File: config.mk
export PLATFORM = sky130hd
export DESIGN_NAME = nibble_precision_alu_stack
export DESIGN_NICKNAME = d
export VERILOG_FILES = /design/src/sv/npas_pkg.sv /design/src/sv/nibble_precision_alu_stack.sv /design/src/sv/npas_front.sv /design/src/sv/npas_fifo.sv /design/src/sv/npas_back.sv
export SDC_FILE = /design/constraint.sdc
export NUM_CORES = 1
export LEC_CHECK = 0
export BUFFER_PORTS_ARGS = -buffer_cell sky130_fd_sc_hd__buf_2
export CORE_ASPECT_RATIO = 0.8
export CORE_UTILIZATION = 40
export DETAILED_ROUTE_END_ITERATION = 8
export PLACE_DENSITY = 0.65
export SKIP_CTS_REPAIR_TIMING = 1
export SYNTH_ARGS = -nofsm -noshare
export SYNTH_HDL_FRONTEND = slang
export SYNTH_HIERARCHICAL = 1
export SYNTH_SLANG_ARGS = --single-unit
File: constraint.sdc
create_clock -name clk_i -period 16.5 [get_ports clk_i]
set_input_delay 1.65 -clock clk_i [delete_from_list [all_inputs] [get_ports clk_i]]
set_output_delay 1.65 -clock clk_i [all_outputs]
set_load 0.02 [all_outputs]
File: src/sv/npas_pkg.sv
// ----------------------------------------------------------------------------
// npas_pkg
// Shared types, codes and helpers of the nibble precision ALU stack.
// ----------------------------------------------------------------------------
package npas_pkg;

  localparam int unsigned DefRegCount   = 16;
  localparam int unsigned DefStackDepth = 16;

  localparam logic [2:0] OpPush = 3'd0;
  localparam logic [2:0] OpPop  = 3'd1;
  localparam logic [2:0] OpNeg  = 3'd2;
  localparam logic [2:0] OpAdd  = 3'd3;
  localparam logic [2:0] OpSub  = 3'd4;
  localparam logic [2:0] OpLoad = 3'd5;

  localparam logic [1:0] StatusDone    = 2'd0;
  localparam logic [1:0] StatusBadReg  = 2'd1;
  localparam logic [1:0] StatusBadPrec = 2'd2;

  localparam logic [2:0] MaxPrecision = 3'd3;

  typedef struct packed {
    logic [2:0]  operation;
    logic [4:0]  dest_reg;
    logic [4:0]  src_reg;
    logic [2:0]  precision;
    logic [15:0] load_value;
  } in_item_t;

  typedef struct packed {
    logic [1:0]  status;
    logic        zero_flag;
    logic [15:0] dest_value;
    logic [1:0]  extra_delay;
  } out_item_t;

  typedef enum logic [2:0] {
    KindNop,
    KindPush,
    KindPop,
    KindNeg,
    KindAdd,
    KindSub,
    KindLoad
  } kind_e;

  typedef struct packed {
    kind_e       kind;
    logic [1:0]  status;
    logic        dst_ok;
    logic [4:0]  dst_reg;
    logic [4:0]  src_reg;
    logic [1:0]  prec;
    logic [15:0] load_value;
  } dec_item_t;

  function automatic logic [15:0] nib_mask(input logic [1:0] prec);
    logic [15:0] m;
    case (prec)
      2'd0:    m = 16'h000f;
      2'd1:    m = 16'h00ff;
      2'd2:    m = 16'h0fff;
      default: m = 16'hffff;
    endcase
    return m;
  endfunction

endpackage

File: src/sv/nibble_precision_alu_stack.sv
// ----------------------------------------------------------------------------
// nibble_precision_alu_stack
// Nibble precision ALU with a register file and a ring stack.
//
//   Channel  Handshake             Payload
//   input    in_valid_i/in_ready_o   in_data_i  (npas_pkg::in_item_t)
//   output   out_valid_o/out_ready_i out_data_o (npas_pkg::out_item_t)
//
// One transaction per cycle is sustained while the output is accepted; each
// instruction passes through the queue and the register file and stack read
// stage and then sits in the output register.
// Reset clears the stack pointer and the zero flag, and the register file and
// the stack through per-entry valid bits; no clearing pass is needed.
// A stalled output holds the execute stage; the queue keeps taking input
// until its two entries are full.
// ----------------------------------------------------------------------------
module nibble_precision_alu_stack #(
  parameter int unsigned REG_COUNT   = npas_pkg::DefRegCount,
  parameter int unsigned STACK_DEPTH = npas_pkg::DefStackDepth
) (
  input  logic                clk_i,
  input  logic                rst_ni,
  input  logic                in_valid_i,
  output logic                in_ready_o,
  input  npas_pkg::in_item_t  in_data_i,
  output logic                out_valid_o,
  input  logic                out_ready_i,
  output npas_pkg::out_item_t out_data_o
);
  import npas_pkg::*;

  logic      q_full;
  logic      q_push;
  dec_item_t q_push_data;
  logic      q_valid;
  logic      q_pop;
  dec_item_t q_pop_data;

  npas_front #(
    .REG_COUNT(REG_COUNT)
  ) u_front (
    .in_valid_i(in_valid_i),
    .in_ready_o(in_ready_o),
    .in_data_i (in_data_i),
    .q_full_i  (q_full),
    .q_push_o  (q_push),
    .q_data_o  (q_push_data)
  );

  npas_fifo u_fifo (
    .clk_i      (clk_i),
    .rst_ni     (rst_ni),
    .push_i     (q_push),
    .push_data_i(q_push_data),
    .full_o     (q_full),
    .pop_i      (q_pop),
    .valid_o    (q_valid),
    .pop_data_o (q_pop_data)
  );

  npas_back #(
    .REG_COUNT  (REG_COUNT),
    .STACK_DEPTH(STACK_DEPTH)
  ) u_back (
    .clk_i      (clk_i),
    .rst_ni     (rst_ni),
    .q_valid_i  (q_valid),
    .q_data_i   (q_pop_data),
    .q_pop_o    (q_pop),
    .out_valid_o(out_valid_o),
    .out_ready_i(out_ready_i),
    .out_data_o (out_data_o)
  );

endmodule

File: src/sv/npas_front.sv
// ----------------------------------------------------------------------------
// npas_front
// Accepts instructions, checks register numbers and precision, and hands a
// classified instruction to the queue.
// ----------------------------------------------------------------------------
module npas_front #(
  parameter int unsigned REG_COUNT = npas_pkg::DefRegCount
) (
  input  logic                in_valid_i,
  output logic                in_ready_o,
  input  npas_pkg::in_item_t  in_data_i,
  input  logic                q_full_i,
  output logic                q_push_o,
  output npas_pkg::dec_item_t q_data_o
);
  import npas_pkg::*;

  logic dst_ok;
  logic src_ok;

  assign dst_ok = ({2'b00, in_data_i.dest_reg} != 7'd0) &&
                  ({2'b00, in_data_i.dest_reg} <= 7'(REG_COUNT));
  assign src_ok = ({2'b00, in_data_i.src_reg} != 7'd0) &&
                  ({2'b00, in_data_i.src_reg} <= 7'(REG_COUNT));

  assign in_ready_o = !q_full_i;
  assign q_push_o   = in_valid_i && !q_full_i;

  always_comb begin
    q_data_o            = '0;
    q_data_o.kind       = KindNop;
    q_data_o.status     = StatusDone;
    q_data_o.dst_ok     = dst_ok;
    q_data_o.dst_reg    = in_data_i.dest_reg;
    q_data_o.src_reg    = in_data_i.src_reg;
    q_data_o.prec       = in_data_i.precision[1:0];
    q_data_o.load_value = in_data_i.load_value;
    case (in_data_i.operation)
      OpPush, OpPop, OpLoad: begin
        if (!dst_ok) begin
          q_data_o.status = StatusBadReg;
        end else if (in_data_i.operation == OpPush) begin
          q_data_o.kind = KindPush;
        end else if (in_data_i.operation == OpPop) begin
          q_data_o.kind = KindPop;
        end else begin
          q_data_o.kind = KindLoad;
        end
      end
      OpNeg, OpAdd, OpSub: begin
        if (in_data_i.precision > MaxPrecision) begin
          q_data_o.status = StatusBadPrec;
        end else if (!dst_ok || !src_ok) begin
          q_data_o.status = StatusBadReg;
        end else if (in_data_i.operation == OpNeg) begin
          q_data_o.kind = KindNeg;
        end else if (in_data_i.operation == OpAdd) begin
          q_data_o.kind = KindAdd;
        end else begin
          q_data_o.kind = KindSub;
        end
      end
      default: begin
        q_data_o.kind = KindNop;
      end
    endcase
  end

endmodule

File: src/sv/npas_fifo.sv
// ----------------------------------------------------------------------------
// npas_fifo
// Two-entry queue of classified instructions between front and back.
// ----------------------------------------------------------------------------
module npas_fifo (
  input  logic                clk_i,
  input  logic                rst_ni,
  input  logic                push_i,
  input  npas_pkg::dec_item_t push_data_i,
  output logic                full_o,
  input  logic                pop_i,
  output logic                valid_o,
  output npas_pkg::dec_item_t pop_data_o
);
  import npas_pkg::*;

  dec_item_t  entry_q [2];
  logic       wr_ptr_q, wr_ptr_d;
  logic       rd_ptr_q, rd_ptr_d;
  logic [1:0] count_q, count_d;
  logic       do_pop;

  assign full_o     = (count_q == 2'd2);
  assign valid_o    = (count_q != 2'd0);
  assign pop_data_o = entry_q[rd_ptr_q];
  assign do_pop     = pop_i && valid_o;

  always_comb begin
    wr_ptr_d = push_i ? ~wr_ptr_q : wr_ptr_q;
    rd_ptr_d = do_pop ? ~rd_ptr_q : rd_ptr_q;
    count_d  = count_q + {1'b0, push_i} - {1'b0, do_pop};
  end

  always_ff @(posedge clk_i or negedge rst_ni) begin
    if (!rst_ni) begin
      wr_ptr_q <= 1'b0;
      rd_ptr_q <= 1'b0;
      count_q  <= 2'd0;
    end else begin
      wr_ptr_q <= wr_ptr_d;
      rd_ptr_q <= rd_ptr_d;
      count_q  <= count_d;
    end
  end

  always_ff @(posedge clk_i) begin
    if (push_i) begin
      entry_q[wr_ptr_q] <= push_data_i;
    end
  end

endmodule

File: src/sv/npas_back.sv
// ----------------------------------------------------------------------------
// npas_back
// Executes classified instructions: reads the register file and stack in
// one stage, computes and writes back in the next, and holds the result in
// an output register.
// ----------------------------------------------------------------------------
module npas_back #(
  parameter int unsigned REG_COUNT   = npas_pkg::DefRegCount,
  parameter int unsigned STACK_DEPTH = npas_pkg::DefStackDepth
) (
  input  logic                clk_i,
  input  logic                rst_ni,
  input  logic                q_valid_i,
  input  npas_pkg::dec_item_t q_data_i,
  output logic                q_pop_o,
  output logic                out_valid_o,
  input  logic                out_ready_i,
  output npas_pkg::out_item_t out_data_o
);
  import npas_pkg::*;

  localparam int unsigned RW = $clog2(REG_COUNT);
  localparam int unsigned SW = $clog2(STACK_DEPTH);

  logic [15:0]      rf_mem  [REG_COUNT];
  logic [15:0]      stk_mem [STACK_DEPTH];
  logic [REG_COUNT-1:0]   rf_vld_q;
  logic [STACK_DEPTH-1:0] stk_vld_q;

  logic [SW-1:0] sp_q, sp_d;
  logic          zero_q, zero_d;

  logic      a_valid_q;
  dec_item_t a_item_q;
  logic [15:0] src_rd_q, dst_rd_q, stk_rd_q;
  logic        src_vld_q, dst_vld_q, stk_vld_rd_q;
  logic          rf_fw_en_q;
  logic [RW-1:0] rf_fw_addr_q;
  logic [15:0]   rf_fw_data_q;
  logic          stk_fw_en_q;
  logic [SW-1:0] stk_fw_addr_q;
  logic [15:0]   stk_fw_data_q;

  logic      out_valid_q;
  out_item_t out_q, out_d;

  logic a_advance;
  logic a_load;

  logic [RW-1:0] h_src_idx, h_dst_idx, a_src_idx, a_dst_idx;
  logic [SW-1:0] sp_after_a, stk_raddr, a_stk_addr;
  logic [6:0]    h_src_m1, h_dst_m1, a_src_m1, a_dst_m1;

  logic [15:0] src_val, dst_val, stk_val, mask, low, new_d;
  logic        rf_we;
  logic [15:0] rf_wdata;
  logic        stk_we;

  function automatic logic [SW-1:0] sp_inc(input logic [SW-1:0] sp);
    return (sp == SW'(STACK_DEPTH - 1)) ? '0 : sp + 1'b1;
  endfunction

  function automatic logic [SW-1:0] sp_dec(input logic [SW-1:0] sp);
    return (sp == '0) ? SW'(STACK_DEPTH - 1) : sp - 1'b1;
  endfunction

  assign a_advance = a_valid_q && (!out_valid_q || out_ready_i);
  assign a_load    = q_valid_i && (!a_valid_q || a_advance);
  assign q_pop_o   = a_load;

  assign h_src_m1  = {2'b00, q_data_i.src_reg} - 7'd1;
  assign h_dst_m1  = {2'b00, q_data_i.dst_reg} - 7'd1;
  assign a_src_m1  = {2'b00, a_item_q.src_reg} - 7'd1;
  assign a_dst_m1  = {2'b00, a_item_q.dst_reg} - 7'd1;
  assign h_src_idx = h_src_m1[RW-1:0];
  assign h_dst_idx = h_dst_m1[RW-1:0];
  assign a_src_idx = a_src_m1[RW-1:0];
  assign a_dst_idx = a_dst_m1[RW-1:0];

  assign a_stk_addr = (a_item_q.kind == KindPush) ? sp_q : sp_dec(sp_q);

  always_comb begin
    sp_d = sp_q;
    if (a_valid_q && a_item_q.kind == KindPush) begin
      sp_d = sp_inc(sp_q);
    end else if (a_valid_q && a_item_q.kind == KindPop) begin
      sp_d = sp_dec(sp_q);
    end
  end

  assign sp_after_a = sp_d;
  assign stk_raddr  = sp_dec(sp_after_a);

  always_comb begin
    src_val = src_vld_q ? src_rd_q : 16'h0000;
    if (rf_fw_en_q && rf_fw_addr_q == a_src_idx) begin
      src_val = rf_fw_data_q;
    end
    dst_val = dst_vld_q ? dst_rd_q : 16'h0000;
    if (rf_fw_en_q && rf_fw_addr_q == a_dst_idx) begin
      dst_val = rf_fw_data_q;
    end
    stk_val = stk_vld_rd_q ? stk_rd_q : 16'h0000;
    if (stk_fw_en_q && stk_fw_addr_q == a_stk_addr) begin
      stk_val = stk_fw_data_q;
    end

    mask   = nib_mask(a_item_q.prec);
    low    = 16'h0000;
    new_d  = dst_val;
    zero_d = zero_q;
    rf_we  = 1'b0;
    stk_we = 1'b0;
    out_d.extra_delay = 2'd0;
    case (a_item_q.kind)
      KindPush: begin
        stk_we = 1'b1;
      end
      KindPop: begin
        new_d = stk_val;
        rf_we = 1'b1;
      end
      KindLoad: begin
        new_d = a_item_q.load_value;
        rf_we = 1'b1;
      end
      KindNeg, KindAdd, KindSub: begin
        if (a_item_q.kind == KindNeg) begin
          low = (16'h0000 - src_val) & mask;
        end else if (a_item_q.kind == KindAdd) begin
          low = (dst_val + src_val) & mask;
        end else begin
          low = (dst_val - src_val) & mask;
        end
        new_d  = (dst_val & ~mask) | low;
        zero_d = (low == 16'h0000);
        rf_we  = 1'b1;
        out_d.extra_delay = a_item_q.prec;
      end
      default: begin
        new_d = dst_val;
      end
    endcase
    rf_we    = rf_we && a_advance;
    stk_we   = stk_we && a_advance;
    rf_wdata = new_d;

    out_d.status     = a_item_q.status;
    out_d.zero_flag  = zero_d;
    out_d.dest_value = a_item_q.dst_ok ? new_d : 16'h0000;
  end

  always_ff @(posedge clk_i) begin
    if (rf_we) begin
      rf_mem[a_dst_idx] <= rf_wdata;
    end
    if (stk_we) begin
      stk_mem[sp_q] <= dst_val;
    end
    if (a_load) begin
      src_rd_q <= rf_mem[h_src_idx];
      dst_rd_q <= rf_mem[h_dst_idx];
      stk_rd_q <= stk_mem[stk_raddr];
    end
  end

  always_ff @(posedge clk_i) begin
    if (a_load) begin
      a_item_q      <= q_data_i;
      src_vld_q     <= rf_vld_q[h_src_idx];
      dst_vld_q     <= rf_vld_q[h_dst_idx];
      stk_vld_rd_q  <= stk_vld_q[stk_raddr];
      rf_fw_en_q    <= rf_we;
      rf_fw_addr_q  <= a_dst_idx;
      rf_fw_data_q  <= rf_wdata;
      stk_fw_en_q   <= stk_we;
      stk_fw_addr_q <= sp_q;
      stk_fw_data_q <= dst_val;
    end
    if (a_advance) begin
      out_q <= out_d;
    end
  end

  always_ff @(posedge clk_i or negedge rst_ni) begin
    if (!rst_ni) begin
      rf_vld_q    <= '0;
      stk_vld_q   <= '0;
      sp_q        <= '0;
      zero_q      <= 1'b0;
      a_valid_q   <= 1'b0;
      out_valid_q <= 1'b0;
    end else begin
      if (rf_we) begin
        rf_vld_q[a_dst_idx] <= 1'b1;
      end
      if (stk_we) begin
        stk_vld_q[sp_q] <= 1'b1;
      end
      if (a_advance) begin
        sp_q   <= sp_d;
        zero_q <= zero_d;
      end
      if (a_load) begin
        a_valid_q <= 1'b1;
      end else if (a_advance) begin
        a_valid_q <= 1'b0;
      end
      if (a_advance) begin
        out_valid_q <= 1'b1;
      end else if (out_ready_i) begin
        out_valid_q <= 1'b0;
      end
    end
  end

  assign out_valid_o = out_valid_q;
  assign out_data_o  = out_q;

endmodule
; ---- Yosys cells after proc, flatten, opt, wreduce, memory -nomap -nowiden
; Memories as Yosys holds them, arrays and structs flattened. A register that Yosys moved wholly into a read port is not among the register bits.
; Cells that the tools add are included.
[word_totals]
wordCells = 171
regBits = 141
output_inout_bits = 23
mem_count = 3
in_bits = 36
ram_bits = 580
[memory_table]
columns = memory, words, width, read_ports, rd_clocked_by_memory_dff, wr, line_no
row1 = u_back.rf_mem, 16, 16, 2, 2, 1, npas_back.sv:25  ; logic [15:0] rf_mem [REG_COUNT];
row2 = u_back.stk_mem, 16, 16, 1, 1, 1, npas_back.sv:26  ; logic [15:0] stk_mem [STACK_DEPTH];
row3 = u_fifo.entry_q, 2, 34, 1, 0, 1, npas_fifo.sv:17  ; dec_item_t entry_q [2];
[classes]
add_sub_neg = 12
n_lt_le_gt_ge = 10
bitwise = 10
n_mux = 52
reduce_logical = 37
eq_ne = 18
[ops]
columns = cell, count
row1 = 2-to-1 mux 16 bit, 9
row2 = one-hot mux 16 bit (3 select lines), 2
row3 = bitwise AND 16 bit, 4
row4 = bitwise OR 16 bit, 3
row5 = "< comparator 4 x 5 -> 1 bit, second input constant", 5
row6 = 2-to-1 mux 4 bit, 6
row7 = "subtractor 4 x 1 -> 4 bit, second input constant", 6
row8 = 2-to-1 mux 1 bit, 21
row9 = 2-to-1 mux 3 bit, 6
row10 = adder 16 bit, 1
row11 = zero test 16 bit, 1
row12 = inverter 16 bit, 1
row13 = "subtractor 1 x 16 -> 16 bit, first input constant", 1
row14 = subtractor 16 bit, 1
row15 = "== test 3 bit, second input constant", 5
row16 = logical AND 1 bit, 15
row17 = binary-select mux 1 bit (select 4 bit), 3
row18 = "== test 3 x 2 -> 1 bit, second input constant", 4
row19 = == test 4 bit, 3
row20 = "<= comparator 5 bit, second input constant", 2
row21 = nonzero test 5 bit, 2
row22 = OR reduction 3 bit, 3
row23 = demux 1 bit (select 4 bit), 2
row24 = "greater-or-equal comparator 4 x 1 -> 1 bit, second input constant", 2
row25 = 19 further kinds, 31

; ---- Depth between registers and ports, before layout
; Gate-level depths: netlist of run 1.
[logic_depth]
word_depth = 11
depth_mapped = 30
ltp_nobuf = 25

; ---- Cells and area by module
; Netlist of run 1, hierarchy kept.
[by_module_without_submodules]
columns = mod, n_inst, cells_each, area_per_inst_um2, seq_area_each_um2
row1 = npas_back, 1, 1976, 31539.0, 20734.9
row2 = npas_fifo, 1, 123, 2805.2, 2142.1
row3 = npas_front, 1, 53, 395.4, 0.0

; ---- Worst setup path after synthesis of run 1
; No wires, ideal clock.
[synth_timing]
kind = input -> register
start = input out_ready_i
end = register u_fifo.count_q[1]
stages = 8
path_slack_ps = 4245
t_required_ps = 16420
path_buffers = 0
setup_time_ps = 80
t_arrival_ps = 12175
cell_sequence = nor2b_1 -> a21boi_0 -> o21a_1 -> ha_1 -> inv_1 -> ha_1 -> xnor2_1 -> xnor2_1
[synth_via]
elab_chain_cells = 6
[synth_lines]
columns = element, line_no
row1 = from (decl), nibble_precision_alu_stack.sv:27  ; input logic out_ready_i,
row2 = logical OR 1 bit, npas_back.sv:67  ; assign a_advance = a_valid_q && (!out_valid_q || out_ready_i);
row3 = logical AND 1 bit, npas_back.sv:67
row4 = logical OR 1 bit, npas_back.sv:68  ; assign a_load = q_valid_i && (!a_valid_q || a_advance);
row5 = logical AND 1 bit, npas_back.sv:68
row6 = named net q_pop, nibble_precision_alu_stack.sv:36  ; logic q_pop;
row7 = logical AND 1 bit, npas_fifo.sv:26  ; assign do_pop = pop_i && valid_o;
row8 = named net u_fifo.do_pop, npas_fifo.sv:21  ; logic do_pop;
row9 = subtractor 2 x 1 -> 2 bit, npas_fifo.sv:31  ; count_d = count_q + {1'b0, push_i} - {1'b0, do_pop};
row10 = named net u_fifo.count_d[1], npas_fifo.sv:20  ; logic [1:0] count_q, count_d;
row11 = to (signal assigned), npas_fifo.sv:42  ; count_q <= count_d;
row12 = to (decl), npas_fifo.sv:20
; The timed path passes the listed nets, and every way through them passes these cells.
; A chain may end at the register's enable or synchronous reset.

; ---- Worst setup path in the final report of run 1
[layout_timing]
start = register u_back/a_item_q[18] (netlist bit)
end = register u_back.out_q (netlist bit u_back/out_data_o[17]) (data pin)
[layout_via]
elab_chain_cells = 11
elab_cells_between_ends = 15
classes_between = add/sub (4) / eq/ne (1) / mux (5) / bitwise (4) / reduce/logical (1)
[layout_lines]
columns = element, line_no
row1 = from (decl), npas_back.sv:34  ; dec_item_t a_item_q;
row2 = from (signal assigned), npas_back.sv:169  ; a_item_q <= q_data_i;
row3 = subtractor 4 x 1 -> 4 bit *, npas_back.sv:73  ; assign a_src_m1 = {2'b00, a_item_q.src_reg} - 7'd1;
row4 = == test 4 bit *, npas_back.sv:96  ; if (rf_fw_en_q && rf_fw_addr_q == a_src_idx) begin
row5 = logical AND 1 bit *, npas_back.sv:96
row6 = 2-to-1 mux 16 bit *, npas_back.sv:96
row7 = subtractor 16 bit / adder 16 bit (equally long branches), "npas_back.sv:133, npas_back.sv:131"
row8 = bitwise AND 16 bit (on tied branches), "npas_back.sv:133, npas_back.sv:131"
row9 = 2-to-1 mux 16 bit, npas_back.sv:130  ; end else if (a_item_q.kind == KindAdd) begin
row10 = 2-to-1 mux 16 bit *, npas_back.sv:128  ; if (a_item_q.kind == KindNeg) begin
row11 = 2-to-1 mux 16 bit *, npas_back.sv:115  ; case (a_item_q.kind)
row12 = bitwise OR 16 bit *, npas_back.sv:135  ; new_d = (dst_val & ~mask) | low;
row13 = one-hot mux 16 bit (3 select lines) *, npas_back.sv:115
row14 = named net u_back.new_d[15], npas_back.sv:54  ; logic [15:0] src_val, dst_val, stk_val, mask, low, new_d;
row15 = to (signal assigned), npas_back.sv:181  ; out_q <= out_d;
row16 = to (decl), npas_back.sv:45  ; out_item_t out_q, out_d;
; The timed path passes the listed nets; every way through them passes the cells marked *. The select of a mux whose other input is x is not followed.

==> out/qor.csv, run 1 <==
metric,value,unit
status,completed,
grt_use_total,19.90,%
routabilityCongestion,0.9087,
finalNetCount,2269,
max-cap-violations,0,
cp-start-kind,flip-flop,
h-tree-depth,3,
hold_depth,0,
path_class,reg -> reg,
die_w,330.7,um
grt_pass1_wl,127300,um
hold_path.class,reg -> reg,
cts_tree,yes,
drt_wl_total,87060,um
numCtsBuffers,74,
relSlewSlack,8.842,%
drive_above_1_share,24.57,%
rows,96,
io_buffers,58,
setup_ws,9.467,ns
pre_cts_slack,9.623,ns
critPathMaxFanout,18,
finalHoldViolations,0,
timing.fmax,142.2,MHz
gr-total-overflow,0,
holdPathEnd,u_back/out_data_o[20],
hold_start,u_back/a_item_q[30],
core_area,0.08564,mm2
start_util,40.37,%
setup_viol_count_final,0,
viasPerCell,5.809,
period_needed,7.033,ns
rr_startpoint,u_back/a_item_q[18],
grt_max_degree,70,
clock_latency,0.63,ns
cp_data_arrival_time,7.53,ns
endpoint_kind,flip-flop,
fin_skew,0.02703,ns
dieArea,0.08762,mm2
ios,59,
synthCells,2144,
r2r_slack,9.47,ns
syn_to_final_growth,11.78,%
setup_tns,0,ns
syn_nets,2213,
reg2reg_depth,23,
clkSlewWorstSetupHoldPaths,0.06,ns
slew_violations,0,
die_y,265.0,um
drt_iter0_drc,2184,
antenna_found_initial,1,
rsz0062_at_grt,false,
yosys_warnings,6,
period_share,42.62,%
place_hpwl,54130,um
wl_per_cell,25.69,um
syn_area_per_cell,16.13,um2
grt_pass1_vias,19770,
num_vias,19690,
syn-cell-area,0.03457,mm2
cts_buffer_depth,3,
r2r-end,u_back/out_data_o[17],
worst_pin_slew,1.362,ns
cts_root_buffer,clkbuf_16,
ant_nets,0,
drcViolationCount,0,
required,17.00,ns
clock_sink_count,765,
final_core_util,45.12,%
dr.pass1.iters,5,
[per-stage QoR]
stage          hold WS (ns)  std cells  cell area (um2)
6_report             0.4226       3389            38650
5_1_grt              0.4292       3386            38640
4_1_cts              0.4237       3386            38640
3_5_place_dp         0.4090       3251            36240
3_3_place_gp         0.4023       3251            36240
2_1_floorplan        0.4003       2144            34570
[registers in the layout (all words and copies together), names as in the netlist, 2 cells and up]
signal / cells
u_back/stk_vld_q: 16
u_back/stk_rd_q: 16
u_back/dst_rd_q: 16
u_fifo/entry_q: 64
u_back/rf_fw_data_q: 16
u_back/stk_fw_addr_q: 4
u_back/out_data_o: 21
u_back/stk_fw_data_q: 16
u_back/stk_mem: 256
u_back/rf_mem: 256
u_back/rf_fw_addr_q: 4
u_back/rf_vld_q: 16
u_back/sp_q: 4
u_back/a_item_q: 32
u_back/src_rd_q: 16
u_fifo/count_q: 2
[worst max-delay path, stage by stage, from the launching register on]
cell and delay, ns:
edfxtp_1 0.39, inv_1 0.06, ha_1 0.30, xor2_1 0.15, and3_1 0.29, nand3_1 0.55
and3_1 0.43, a21oi_1 0.17, ha_1 0.37, nand2_1 0.13, or3_1 0.33, mux2i_1 0.22
nor2_1 0.08, xnor2_1 0.24, ha_1 0.29, a21o_1 0.24, a221oi_1 0.49, nand3_1 0.18
o311ai_0 0.51, a211oi_1 0.15, a311oi_1 0.34, xnor2_1 0.14, a21oi_2 0.64, and2_1 0.22
[cell type report]
type,count,area (um2)
fill,7328,47000
sequential,765,22760
multi-input combinational,1204,11180
clock buffer,100,2063
tap,1127,1410
timing repair buffer,123,778.2
clock inverter,35,330.3
inverter,32,120.1
antenna,3,7.507
[how the worst max path moves through the flow]
stage / startpoint / endpoint / slack [ns] / depth (start not counted)
3_3_place_gp: u_back/a_item_q[18] / u_back/out_data_o[17] / 9.91 / 23
2_1_floorplan: out_ready_i / u_fifo/count_q[1] / 4.25 / 8
6_report: u_back/a_item_q[18] / u_back/out_data_o[17] / 9.47 / 23
3_5_place_dp: u_back/a_item_q[18] / u_back/out_data_o[17] / 9.62 / 23
5_1_grt: u_back/a_item_q[18] / u_back/out_data_o[17] / 8.83 / 23
4_1_cts: u_back/a_item_q[18] / u_back/out_data_o[17] / 9.56 / 23
[cells in the final DEF (no fill, tap or decap), drive strengths merged, types with 41 or more instances in the layout]
| cell type | instances |
|---|---|
| buf | 123 |
| nor2 | 104 |
| nand2 | 226 |
| mux2i | 47 |
| mux4 | 204 |
| o21ai | 83 |
| dfrtp | 43 |
| nand3 | 41 |
| a21oi | 63 |
| edfxtp | 722 |
| clkbuf | 100 |
[per-layer routing]
layer  share of wire, %  vias to the layer above  wire length, um  global-route usage, %
met1                 43                    10220            37730                  28.26
met3                7.7                      146             6694                  4.168
met5                  0                        -                0                      0
li1                   -                     8503                -                      -
met4                2.8                        0             2429                  6.178
met2                 46                      818            40210                  30.69
Power of run 1 is left out: the tool's default activity adds up to more than one toggle a clock period on the data nets, which glitch-free logic cannot reach.
==> run 2, diff against run 1 <==
--- a/config.mk
+++ b/config.mk
@@ -9,7 +9,7 @@
 export CORE_ASPECT_RATIO = 0.8
 export CORE_UTILIZATION = 40
 export DETAILED_ROUTE_END_ITERATION = 8
-export PLACE_DENSITY = 0.65
+export PLACE_DENSITY = 0.67
 export SKIP_CTS_REPAIR_TIMING = 1
 export SYNTH_ARGS = -nofsm -noshare
 export SYNTH_HDL_FRONTEND = slang
==> constraint.sdc (replaced) <==
create_clock -name clk_i -period 5.8 [get_ports clk_i]
set_input_delay 0.58 -clock clk_i [delete_from_list [all_inputs] [get_ports clk_i]]
set_output_delay 0.58 -clock clk_i [all_outputs]
set_load 0.02 [all_outputs]
==> run 2 against run 1 <==
Design area is 0.84% higher. Sequential cell count did not move. Non-clock buffer count increased by 27. Clock skew up 0.016 ns. Clock-buffer cell count down 7. Register-to-register slack got worse by 9.1 ns. Cell count rose by 0.74%. Worst hold slack lost 0.33 ns. Setup slack lost 9.1 ns. Via count increased by 1.6%. Routed wire length increased by 2.0%. Critical path type unchanged. Largest cell class unchanged.
==> out/qor.csv, run 2 (same netlist as run 1, synthesis figures left out) <==
metric,value,unit,change
die_y,265.0,um,unchanged
drt_wl_total,88780,um,was 87060 um
syn_to_final_growth,12.71,%,was 11.78%
grt_pass1_vias,20260,,was 19.77k
endpoint_kind,flip-flop,,unchanged
grt_max_degree,126,,was 70
clkSlewWorstSetupHoldPaths,0.06,ns,about the same
multi_input_area,0.01120,mm2,was 0.01118 mm2
rsz0062_at_grt,false,,unchanged
drt_iter0_drc,2290,,was 2184
h-tree-depth,3,,unchanged
cts_root_buffer,clkbuf_16,,unchanged
timing.fmax,185.1,MHz,was 142.2 MHz
crit_chain,inv_1 -> ha_1 -> xor2_1 -> and3_1 -> nand3_1 -> and3_1 -> a21oi_1 -> ha_1 -> nand2_1 -> or3_1 -> mux2i_1 -> nor2_1 -> xnor2_1 -> ha_1 -> a21o_1 -> a221oi_1 -> nand3_1 -> o311ai_1 -> a211oi_1 -> a311oi_1 -> xnor2_1 -> a21oi_4 -> buf_12,,was inv_1 -> ha_1 -> xor2_1 -> and3_1 -> nand3_1 -> and3_1 -> a21oi_1 -> ha_1 -> nand2_1 -> or3_1 -> mux2i_1 -> nor2_1 -> xnor2_1 -> ha_1 -> a21o_1 -> a221oi_1 -> nand3_1 -> o311ai_0 -> a211oi_1 -> a311oi_1 -> xnor2_1 -> a21oi_2 -> and2_1
final_common_cell,edfxtp_1,,unchanged
fin_skew,0.04260,ns,was 0.02703 ns
fin_worst_hold_slack,0.08997,ns,was 0.4226 ns
cts_tree,yes,,unchanged
hold_path.class,in -> async,,was reg -> reg
start_util,40.37,%,unchanged
die_w,330.7,um,unchanged
status,completed,,unchanged
max-cap-violations,0,,unchanged
core_area,0.08564,mm2,unchanged
cts_buffer_depth,3,,unchanged
fin_area,0.03897,mm2,was 0.03865 mm2
cp_data_arrival_time,5.78,ns,was 7.53 ns
ant_nets,0,,unchanged
numCtsBuffers,75,,was 74
clock_sink_count,765,,unchanged
dr.pass1.iters,8,,was 5
relSlewSlack,27.32,%,was 8.842%
period_share,93.13,%,was 42.62%
path_class,reg -> reg,,unchanged
critPathMaxFanout,17,,was 18
rows,96,,unchanged
cpPeakStageDelay,0.39,ns,was 0.64 ns
crit_top_cell,ha_1,,unchanged
setup_viol_count_final,0,,unchanged
required,6.18,ns,was 17.00 ns
place_hpwl,55960,um,was 54130 um
ios,59,,unchanged
grt_pass1_wl,131600,um,was 127300 um
top_regs,"u_back/rf_mem (256), u_back/stk_mem (256), u_fifo/entry_q (64)",,unchanged
period_needed,5.401,ns,was 7.033 ns
num_vias,20000,,was 19.69k
antenna_found_initial,2,,was 1
final_cell_mix,"edfxtp_1, nand2_1, mux4_2, nor2_1, buf_4",,"was edfxtp_1, nand2_1, mux4_2, nor2_1, clkbuf_16"
setup_tns,0,ns,unchanged
finalHoldViolations,0,,unchanged
drcViolationCount,0,,unchanged
nFillCells,7269,,was 7328
viasPerCell,5.859,,was 5.809
worst_pin_slew,1.090,ns,was 1.362 ns
cp-start-kind,flip-flop,,unchanged
finalNetCount,2297,,was 2269
routabilityCongestion,0.9360,,was 0.9087
slew_violations,0,,unchanged
io_buffers,58,,unchanged
drive_above_1_share,25.63,%,was 24.57%
gr-total-overflow,0,,unchanged
ff_latch_area,0.02276,mm2,unchanged
clock_latency,0.64,ns,was 0.63 ns
grt_use_total,20.46,%,was 19.90%
dieArea,0.08762,mm2,unchanged
wl_per_cell,26.00,um,was 25.69 um
slowest_stage,edfxtp_1,,was a21oi_2
placed_area,0.03650,mm2,was 0.03624 mm2
==> run 2: cell count changes in the layout (fill, tap and decap cells not counted), sizes merged <==
cell | before | now
clkinv | 26 | 31
diode | 3 | 1
buf | 123 | 150
bufinv | 4 | 6
clkbuf | 100 | 93
==> run 2: per-layer routing <==
layer / vias up / routed length (um) / global-route usage, %
met5: - / 0 / 0
met4: 0 / 2094 / 5.841
met3: 141 / 8639 / 5.328
met2: 973 / 40680 / 30.89
met1: 10330 / 37370 / 29.14
li1: 8563 / - / -
==> run 2: critical path: cells and delay by family (launching register included) <==
kind            cells  cell delay, ns
compound gates      7            1.67
xor+xnor            3            0.58
simple gates        7            1.19
mux                 1            0.22
flops               1            0.39
buf+inv             2            0.23
fa+ha+maj           3            0.87
==> run 2: path summary, 6_finish.rpt <==
check,start,endpoint,slack [ns],cells after the start
setup / recovery,u_back/a_item_q[18],u_back/rf_mem[4][15],0.40,23
hold / removal,rst_ni,u_fifo/wr_ptr_q,0.09,2
setup reg to reg,u_back/a_item_q[18],u_back/rf_mem[4][15],0.40,23
hold reg to reg,u_back/a_item_q[30],u_back/out_data_o[20],0.43,0
max in group asynchronous,rst_ni,u_back/rf_vld_q[12],5.17,2
min in group clk_i,in_data_i[5],u_fifo/entry_q[1][5],0.13,1
==> run 2: area by class of cell <==
class                   count  area share [%]
multi-input cells        1204           28.74
clock buffers              93           5.176
inverters                  32          0.3082
flip-flops and latches    765           58.40
well taps                1127           3.619
repair buffers            150           2.710
diodes                      1        0.006422
clock inverters            42           1.044
==> run 2: metrics by stage <==
step	util [%]	worst slack, ns	std cells
6_report	45.50	0.3986	3414
3_5_place_dp	42.62	-0.05983	3277
2_1_floorplan	-	0.01877	2144
5_1_grt	45.50	0.02585	3413
4_1_cts	45.45	-0.08266	3412
3_3_place_gp	42.62	0.1059	3277
Power of run 2 is left out for the same reason.
